<file path="config.mk">
export PLATFORM = sky130hd
export DESIGN_NAME = hsv_to_rgb_converter
export DESIGN_NICKNAME = d
export VERILOG_FILES = /design/src/hdl/hsvrgb_pkg.sv /design/src/hdl/hsv_to_rgb_converter.sv /design/src/hdl/hsvrgb_sector.sv
export SDC_FILE = /design/constraint.sdc
export NUM_CORES = 1
export LEC_CHECK = 0
export BUFFER_PORTS_ARGS = -buffer_cell sky130_fd_sc_hd__buf_2
export CAP_MARGIN = 40
export CORE_MARGIN = 2
export CORE_UTILIZATION = 55
export DETAILED_ROUTE_END_ITERATION = 8
export HOLD_SLACK_MARGIN = 0.1
export PLACE_DENSITY = 0.76
export SYNTH_ARGS = -nofsm -noshare
export SYNTH_HDL_FRONTEND = slang
export SYNTH_SLANG_ARGS = --single-unit
</file>
<file path="constraint.sdc">
create_clock -name clk -period 13.4 [get_ports clk]
set_clock_uncertainty 0.15 [all_clocks]
set_input_delay 0 -clock clk [delete_from_list [all_inputs] [get_ports clk]]
set_output_delay 0 -clock clk [all_outputs]
set_load 0.01 [all_outputs]
</file>
<file path="src/hdl/hsvrgb_pkg.sv">
// shared widths, constants and types of the hsv to rgb converter
`timescale 1ns / 1ps

package hsvrgb_pkg;

	localparam int HUE_W   = 9;
	localparam int Q_W     = 9;
	localparam int CHAN_W  = 8;
	localparam int GRB_W   = 24;
	localparam int FRAC_W  = 6;
	localparam int SPAN_W  = 14;
	localparam int ADDR_W  = 3;
	localparam int DATA_W  = 32;

	localparam logic [Q_W-1:0]    Q_ONE      = 9'd256;
	localparam logic [HUE_W-1:0]  HUE_FULL   = 9'd360;
	localparam logic [FRAC_W-1:0] SECTOR_DEG = 6'd60;
	localparam logic [SPAN_W-1:0] SPAN_DEN   = 14'd15360;

	localparam logic [Q_W-1:0] SAT_RESET    = 9'd256;
	localparam logic [Q_W-1:0] BRIGHT_RESET = 9'd38;

	// register index, taken from paddr[2]
	localparam logic REG_SATURATION = 1'b0;
	localparam logic REG_BRIGHTNESS = 1'b1;

	typedef enum logic [2:0] {
		SECT_0 = 3'd0,
		SECT_1 = 3'd1,
		SECT_2 = 3'd2,
		SECT_3 = 3'd3,
		SECT_4 = 3'd4,
		SECT_5 = 3'd5
	} sector_t;

	typedef struct packed {
		sector_t           sector;
		logic [FRAC_W-1:0] frac;
		logic              over;
	} hue_dec_t;

endpackage

</file>
<file path="src/hdl/hsv_to_rgb_converter.sv">
// top level: apb registers and four stage hsv to rgb pipeline
// order: hue decode, span terms, brightness products, then byte mapping, each stage registered
// throughput: one hue per cycle unless out_ready stalls; level math is pipelined
// stalls: out_ready low holds each full stage, bubbles are squeezed out first
// reset: arst_n async active low clears valid bits, saturation to 256, brightness to 38
`timescale 1ns / 1ps

module hsv_to_rgb_converter (
	input  logic                          clk,
	input  logic                          arst_n,
	input  logic                          psel,
	input  logic                          penable,
	input  logic                          pwrite,
	input  logic [hsvrgb_pkg::ADDR_W-1:0] paddr,
	input  logic [hsvrgb_pkg::DATA_W-1:0] pwdata,
	output logic [hsvrgb_pkg::DATA_W-1:0] prdata,
	output logic                          pready,
	input  logic                          in_valid,
	output logic                          in_ready,
	input  logic [hsvrgb_pkg::HUE_W-1:0]  hue,
	output logic                          out_valid,
	input  logic                          out_ready,
	output logic [hsvrgb_pkg::CHAN_W-1:0] red,
	output logic [hsvrgb_pkg::CHAN_W-1:0] green,
	output logic [hsvrgb_pkg::CHAN_W-1:0] blue,
	output logic [hsvrgb_pkg::GRB_W-1:0]  grb_word
);
	import hsvrgb_pkg::*;

	// ---------------- configuration registers ----------------
	logic [Q_W-1:0] sat_q;
	logic [Q_W-1:0] bright_q;
	logic           cfg_wr;

	assign pready = 1'b1;
	assign cfg_wr = psel & penable & pwrite & pready;

	always_ff @(posedge clk or negedge arst_n) begin
		if (!arst_n) begin
			sat_q    <= SAT_RESET;
			bright_q <= BRIGHT_RESET;
		end else if (cfg_wr) begin
			if (paddr[2] == REG_SATURATION) begin
				sat_q <= pwdata[Q_W-1:0];
			end else begin
				bright_q <= pwdata[Q_W-1:0];
			end
		end
	end

	always_comb begin
		prdata = '0;
		if (paddr[2] == REG_BRIGHTNESS) begin
			prdata[Q_W-1:0] = bright_q;
		end else begin
			prdata[Q_W-1:0] = sat_q;
		end
	end

	// values above 1.0 saturate to 1.0
	logic [Q_W-1:0] s_eff;
	logic [Q_W-1:0] b_eff;

	assign s_eff = (sat_q > Q_ONE) ? Q_ONE : sat_q;
	assign b_eff = (bright_q > Q_ONE) ? Q_ONE : bright_q;

	// ---------------- stage advance chain ----------------
	// a stage moves when it is empty or the one after it moves
	logic v_s1, v_s2, v_s3, v_s4;
	logic adv1, adv2, adv3, adv4;

	assign adv4     = !v_s4 || out_ready;
	assign adv3     = !v_s3 || adv4;
	assign adv2     = !v_s2 || adv3;
	assign adv1     = !v_s1 || adv2;
	assign in_ready = adv1;

	always_ff @(posedge clk or negedge arst_n) begin
		if (!arst_n) begin
			v_s1 <= 1'b0;
			v_s2 <= 1'b0;
			v_s3 <= 1'b0;
			v_s4 <= 1'b0;
		end else begin
			if (adv1) v_s1 <= in_valid;
			if (adv2) v_s2 <= v_s1;
			if (adv3) v_s3 <= v_s2;
			if (adv4) v_s4 <= v_s3;
		end
	end

	// ---------------- stage 1: hue decode ----------------
	hue_dec_t dec;

	hsvrgb_sector u_sector (
		.hue (hue),
		.dec (dec)
	);

	sector_t           sector_s1;
	logic [FRAC_W-1:0] frac_s1;
	logic              blank_s1;

	always_ff @(posedge clk) begin
		if (adv1) begin
			sector_s1 <= dec.sector;
			frac_s1   <= dec.frac;
			// hue past 360 blanks the pixel unless saturation is zero,
			// in which case every level equals full anyway
			blank_s1  <= dec.over && (s_eff != '0);
		end
	end

	// ---------------- stage 2: span terms ----------------
	// tb = 15360 - s*h, tc = 15360 - s*(60-h), ba = b*(256-s)
	logic [SPAN_W-1:0] sh_prod;
	logic [SPAN_W-1:0] shc_prod;
	logic [FRAC_W-1:0] frac_c;
	logic [Q_W-1:0]    s_comp;
	logic [16:0]       ba_prod;

	assign frac_c   = SECTOR_DEG - frac_s1;
	assign sh_prod  = SPAN_W'(s_eff * frac_s1);
	assign shc_prod = SPAN_W'(s_eff * frac_c);
	assign s_comp   = Q_ONE - s_eff;
	assign ba_prod  = 17'(b_eff * s_comp);

	sector_t           sector_s2;
	logic              blank_s2;
	logic [SPAN_W-1:0] tb_s2;
	logic [SPAN_W-1:0] tc_s2;
	logic [16:0]       ba_s2;

	always_ff @(posedge clk) begin
		if (adv2) begin
			sector_s2 <= sector_s1;
			blank_s2  <= blank_s1;
			tb_s2     <= SPAN_DEN - sh_prod;
			tc_s2     <= SPAN_DEN - shc_prod;
			ba_s2     <= ba_prod;
		end
	end

	// ---------------- stage 3: brightness products ----------------
	// aa = floor(255*b*(256-s) / 65536), full = floor(255*b / 256)
	logic [24:0] aa_wide;
	logic [16:0] full_wide;

	assign aa_wide   = {ba_s2, 8'd0} - {8'd0, ba_s2};
	assign full_wide = {b_eff, 8'd0} - {8'd0, b_eff};

	sector_t            sector_s3;
	logic               blank_s3;
	logic [21:0]        pb_s3;
	logic [21:0]        pc_s3;
	logic [CHAN_W-1:0]  aa_s3;
	logic [CHAN_W-1:0]  full_s3;

	always_ff @(posedge clk) begin
		if (adv3) begin
			sector_s3 <= sector_s2;
			blank_s3  <= blank_s2;
			pb_s3     <= 22'(b_eff * tb_s2);
			pc_s3     <= 22'(b_eff * tc_s2);
			aa_s3     <= aa_wide[23:16];
			full_s3   <= full_wide[15:8];
		end
	end

	// ---------------- stage 4: byte mapping and sector select ----------------
	// 255/(15360*256) reduces to 17/2^18, so the floor is a shift
	logic [25:0]       bb_wide;
	logic [25:0]       cc_wide;
	logic [CHAN_W-1:0] bb;
	logic [CHAN_W-1:0] cc;
	logic [CHAN_W-1:0] r_n, g_n, b_n;

	assign bb_wide = {pb_s3, 4'd0} + {4'd0, pb_s3};
	assign cc_wide = {pc_s3, 4'd0} + {4'd0, pc_s3};
	assign bb      = bb_wide[25:18];
	assign cc      = cc_wide[25:18];

	always_comb begin
		case (sector_s3)
			SECT_0: begin
				r_n = full_s3; g_n = cc;      b_n = aa_s3;
			end
			SECT_1: begin
				r_n = bb;      g_n = full_s3; b_n = aa_s3;
			end
			SECT_2: begin
				r_n = aa_s3;   g_n = full_s3; b_n = cc;
			end
			SECT_3: begin
				r_n = aa_s3;   g_n = bb;      b_n = full_s3;
			end
			SECT_4: begin
				r_n = cc;      g_n = aa_s3;   b_n = full_s3;
			end
			default: begin
				r_n = full_s3; g_n = aa_s3;   b_n = bb;
			end
		endcase
		if (blank_s3) begin
			r_n = '0;
			g_n = '0;
			b_n = '0;
		end
	end

	logic [CHAN_W-1:0] red_s4, green_s4, blue_s4;

	always_ff @(posedge clk) begin
		if (adv4) begin
			red_s4   <= r_n;
			green_s4 <= g_n;
			blue_s4  <= b_n;
		end
	end

	assign out_valid = v_s4;
	assign red       = red_s4;
	assign green     = green_s4;
	assign blue      = blue_s4;
	assign grb_word  = {green_s4, red_s4, blue_s4};

endmodule

</file>
<file path="src/hdl/hsvrgb_sector.sv">
// hue decode into sector, offset within the sector and out-of-range flag
`timescale 1ns / 1ps

module hsvrgb_sector (
	input  logic [hsvrgb_pkg::HUE_W-1:0] hue,
	output hsvrgb_pkg::hue_dec_t         dec
);
	import hsvrgb_pkg::*;

	logic [HUE_W-1:0] hue_n;
	logic [HUE_W-1:0] base;
	logic [HUE_W-1:0] diff;

	assign hue_n = (hue == HUE_FULL) ? '0 : hue;

	always_comb begin
		if (hue_n < 9'd60) begin
			dec.sector = SECT_0;
			base       = 9'd0;
		end else if (hue_n < 9'd120) begin
			dec.sector = SECT_1;
			base       = 9'd60;
		end else if (hue_n < 9'd180) begin
			dec.sector = SECT_2;
			base       = 9'd120;
		end else if (hue_n < 9'd240) begin
			dec.sector = SECT_3;
			base       = 9'd180;
		end else if (hue_n < 9'd300) begin
			dec.sector = SECT_4;
			base       = 9'd240;
		end else begin
			dec.sector = SECT_5;
			base       = 9'd300;
		end
		// offset only meaningful for hue up to 360
		diff     = hue_n - base;
		dec.frac = diff[FRAC_W-1:0];
		dec.over = (hue_n > HUE_FULL);
	end

endmodule

</file>
* Word level (Yosys, flattened, before mapping) *
Cells that the tools add are included.

operators by class
  add/subtract/negate cells = 9
  $mul = 5
  div/mod/pow operators = 0
  order comparisons = 8
  eq/ne operators = 5
  shifts and indexed selects = 0
  multiplexer cells = 16
  bitwise logic cells = 3
  reduce and logical (&&, ||, !) cells = 19

operator list
  kind                    count
  $pmux 8 s3              3
  $add 26x22->26          2
  $mul 9x14->22           2
  $mux 9                  4
  $mul 9x6->14            2
  $sub 14x14->14 const A  2
  $gt 9x9->1 const B      3
  $mux 6                  4
  $sub 24x17->24          1
  $lt 9x8->1 const B      2
  $mul 9x9->17            1
  $sub 16x9->16           1
  $reduce_or 2->1         5
  $eq 9x9->1 const B      1
  $lt 9x6->1 const B      1
  $lt 9x7->1 const B      1
  $lt 9x9->1 const B      1
  $reduce_bool 9->1       1
  $sub 9x9->9 const A     1
  $eq 3x2->1 const B      2
  $sub 6x6->6             1
  $sub 6x6->6 const A     1
  $mux 5                  1
  $logic_not 1->1         4
  11 further kinds        18

storage, ports and cells
  register bits = 169
  latch bits = 0
  memory bits (writable) = 0
  memory bits (read-only) = 0
  output and inout bits = 83
  word-level logic and storage cells = 90
  memories = 0

* Longest topological paths before layout *
  word-level depth = 9
  mapped depth = 25

* By module *
Synthesis repeated with hierarchy kept, for this count alone.

unflattened totals
  cells, all modules = 2324
  area total of the unflattened synthesis = 21943.5 sq um

by module, submodules not included
  module                times used  cells an instance  area each (sq um)
  hsv_to_rgb_converter  1           2267               21535.7
  hsvrgb_sector         1           57                 407.9

* Worst setup path after synthesis *
No wires, ideal clock.

  path type = reg-to-reg
  from = register sat_q[8]
  to = register ba_s2[16], data pin
  setup time = 0.260 ns
  arrival time = 5.475 ns
  required time = 12.990 ns
  setup slack = 7.515 ns
  cell stages (with the launch flop) = 23
  buffers on the path = 2
  clock period less this slack = 5.885 ns
  path through = dfstp_2 > nor2b_1 > inv_1 > clkbuf_1 > ha_1 > nand2_1 > nor3_1 > ha_1 > buf_1 > nor2_1 > fa_1 > inv_1 > fa_1 > fa_1 > fa_1 > inv_1 > ha_1 > a21oi_1 > o21bai_1 > a21o_1 > a41o_1 > o41a_1 > xnor2_1

between the ends
  word-level cells in the longest chain between the ends = 4

ends and longest elaborated chain
  item                    RTL line                     RTL
  from (decl)             hsv_to_rgb_converter.sv:31   logic [Q_W-1:0] sat_q;
  from (signal assigned)  hsv_to_rgb_converter.sv:44   sat_q <= pwdata[Q_W-1:0];
  $gt 9x9->1              hsv_to_rgb_converter.sv:64   assign s_eff = (sat_q > Q_ONE) ? Q_ONE : sat_q;
  $mux 9 (*)              hsv_to_rgb_converter.sv:64
  $sub 9x9->9 (*)         hsv_to_rgb_converter.sv:125  assign s_comp = Q_ONE - s_eff;
  $mul 9x9->17 (*)        hsv_to_rgb_converter.sv:126  assign ba_prod = 17'(b_eff * s_comp);
  net ba_prod[16]         hsv_to_rgb_converter.sv:120  logic [16:0] ba_prod;
  to (signal assigned)    hsv_to_rgb_converter.sv:140  ba_s2 <= ba_prod;
  to (decl)               hsv_to_rgb_converter.sv:132  logic [16:0] ba_s2;

Mark *: on every way through the listed nets, which the timed path passes. The rest lies on a longest branch.
A chain may end at the register's enable or synchronous reset.

* Worst setup path after layout *
Same ends and word-level chain as after synthesis.

==> results.ini <==
[yosys]
synth_cell_types=73
syn_area_mm2=0.02210
syn_area_per_cell_um2=9.467
postSynthCellCount=2335
ys_async_sr_fraction_pct=13.17
synth_edf_count=145
synth-seq-cells=167
yosys_warnings=0
ys.flop_type=edfxtp_1
ys_seq_area_share_pct=22.21

[clock_tree]
clock_latency_ps=470
clk_pin_slew_ps=80
post_cts_buffers=0
clock_path_buffers=2
htree_levels=4
numClockSinks=167
cts_tree=built
cts_buffers=17
cts_root_buf=clkbuf_16

[hold_path]
min_to=bright_q[3]$_DFFE_PN0P_
worstHoldPathCells=3
hp-class=primary input to flop
holdCritStartpoint=penable

[global_route]
grt_antenna_before_repair=0
grt_pass1_wl_um=79160
overflow=0
grt_start_max_net_pins=65
grt_usage_pct=23.83
grt_pass1_vias=16380

[setup_path]
r2r_end=ba_s2[16]$_DFFE_PP_
worst_ep_required_time_ps=13470
critPathLaunchType=flop
cp_max_fo=17
r2r_start=sat_q[8]$_DFFE_PN1P_
cp-startpoint=sat_q[8]$_DFFE_PN1P_
endpoint_kind=flop
rrSetupSlack_ps=6420
cp.arrival_ps=7060
critical_path_class=flop to flop
rr_worst_depth=21

[routing]
drt_iter0_markers=854
drt_wl_total_um=46730
avgRoutedWirePerCell_um=16.05
drtAntennaViolNets=0
drt-pass1-iter-count=5
viasPerCell=5.422
dr_total_vias=15783
drc_errors=0

[floorplanning]
ios=134
dieArea_mm2=0.04181
num_rows=73
die_w_um=204.5
core_mm2=0.03973
die_h_um=204.5
start_util_pct=55.64

[flow_run]
maxCapViolCount=0

[final_layout]
insertedDiodeCount=0
nNetsFinal=2933
synthToLayoutAreaGrowth_pct=7.160
drive_gt1_share_pct=8.801

[placed_design]
dp_hpwl_um=36550
routabilityCongestion=0.9033
port_buffers=84

[timing]
fmax_ghz=0.1432
relSlewSlack_pct=38.57
tightestPinTransition_ps=921.4
finalCritPeriodShare_pct=52.12
rsz0062_at_grt=false
hold_viol=0
period_needed_ps=6984
setup_tns_ps=0
setup_violations=0
slew_violations=0

[status]
status=finished, final reports clean

## area by class of cell
type,instances,area (um^2)
Sequential cell,167,4910
Clock buffer,17,425.4
Inverter,416,1562
Tap cell,525,656.9
Multi-Input combinational cell,1635,15030
Timing Repair Buffer,136,902.1
Clock inverter,15,198.9
Fill cell,3265,16040
## through the flow
step / cells / hold WS, ps / worst slack [ps] / utilization, % / cell area [um^2]
finish: 2911 / 112.0 / 6416 / 59.62 / 23690
CTS: 2911 / 100.0 / 6425 / 59.62 / 23690
detailed placement: 2844 / -161.2 / 6401 / 57.17 / 22710
floorplan: 2357 / -445.6 / 7515 / - / 22190
global placement: 2841 / -173.3 / 6437 / 57.10 / 22690
global route: 2911 / 148.9 / 5975 / 59.62 / 23690
## cells in the mapped netlist (all sizes together) (5+ instances only)
library cell	count	area share, %
xor2	32	1.3
o211ai	10	0.38
xnor2	84	3.4
inv	415	7.0
a21oi	70	1.6
nand4	16	0.48
clkbuf	62	1.1
a31oi	9	0.25
nand2b	23	0.65
a21o	15	0.51
and2	141	4.0
nand3	16	0.36
edfxtp	145	20
o21a	8	0.27
nor2b	33	0.93
a21boi	6	0.20
buf	77	2.1
and3	6	0.17
mux2	33	1.7
dfrtp	18	2.0
a211oi	19	0.67
mux2i	13	0.59
a211o	8	0.32
fa	274	25
a2111oi	6	0.32
nor4	7	0.20
nor2	115	2.0
nor3	27	0.70
or3	5	0.14
o21bai	12	0.41
nand2	289	4.9
ha	235	13
o21ai	47	1.1
or2	14	0.40
## logic make-up after synthesis
family / synth area share (%)
compound gates: 7.273
flops: 22.21
simple gates: 15.14
buf+inv: 10.28
other cells: 0.03397
xor+xnor: 4.630
fa+ha+maj: 38.16
mux: 2.270
## worst max path at each step
stage / to / slack [ps] / cells after the start
6_report: ba_s2[16]$_DFFE_PP_ / 6420 / 21
5_1_grt: ba_s2[16]$_DFFE_PP_ / 5970 / 22
4_1_cts: ba_s2[16]$_DFFE_PP_ / 6430 / 21
3_5_place_dp: ba_s2[16]$_DFFE_PP_ / 6400 / 21
3_3_place_gp: ba_s2[16]$_DFFE_PP_ / 6440 / 22
2_1_floorplan: ba_s2[16]$_DFFE_PP_ / 7520 / 22
## cell usage in the layout, fill, tap and decap left out, types with 13 or more instances in the layout
cell           count
inv_1            415
nand2_1          288
fa_1             274
ha_1             235
edfxtp_1         145
and2_1           141
nor2_1           115
buf_2             84
xnor2_1           83
a21oi_1           68
o21ai_0           37
dlygate4sd3_1     35
mux2_2            33
xor2_1            32
nor2b_1           25
conb_1            24
nand2b_1          23
nor3_1            23
a211oi_1          18
dfrtp_1           18
clkbuf_16         17
buf_4             16
a21o_1            15
nand4_1           15
nand3_1           15
or2_2             13
mux2i_1           13
## worst max-delay path: stages, from the launching register on
cell and delay, ps:
dfstp_2 470, nor2b_1 730, inv_1 450, ha_1 400
xnor2_1 460, nand2_1 150, fa_1 560, inv_1 60
fa_1 500, inv_1 50, fa_1 470, fa_1 550
inv_1 40, ha_1 310, inv_1 70, o21ai_0 130
a21oi_1 170, o21bai_1 100, a21o_1 200, a41o_1 260
o41a_1 320, xnor2_1 140
## layer usage
metal	wire length (um)	global-route usage (%)	vias to the layer above
met2	22660	39.89	461
met3	2669	4.161	77
met1	20080	31.31	7801
met5	0	0	-
met4	1321	8.230	0
li1	-	-	7444
## state kept, by name, summed over array words and instances (netlist names), 9 cells and up
register	count
ba_s2	17
tc_s2	13
tb_s2	14
sat_q	9
pc_s3	21
bright_q	9
pb_s3	22
## repair_timing
item,in CTS,in global routing
hold buffers,35,0
endpoints found under the hold margin,52,0
resized for setup,0,0
Power is not shown: default switching activity piles up to over one toggle a cycle in this logic, so the estimate is an artifact.
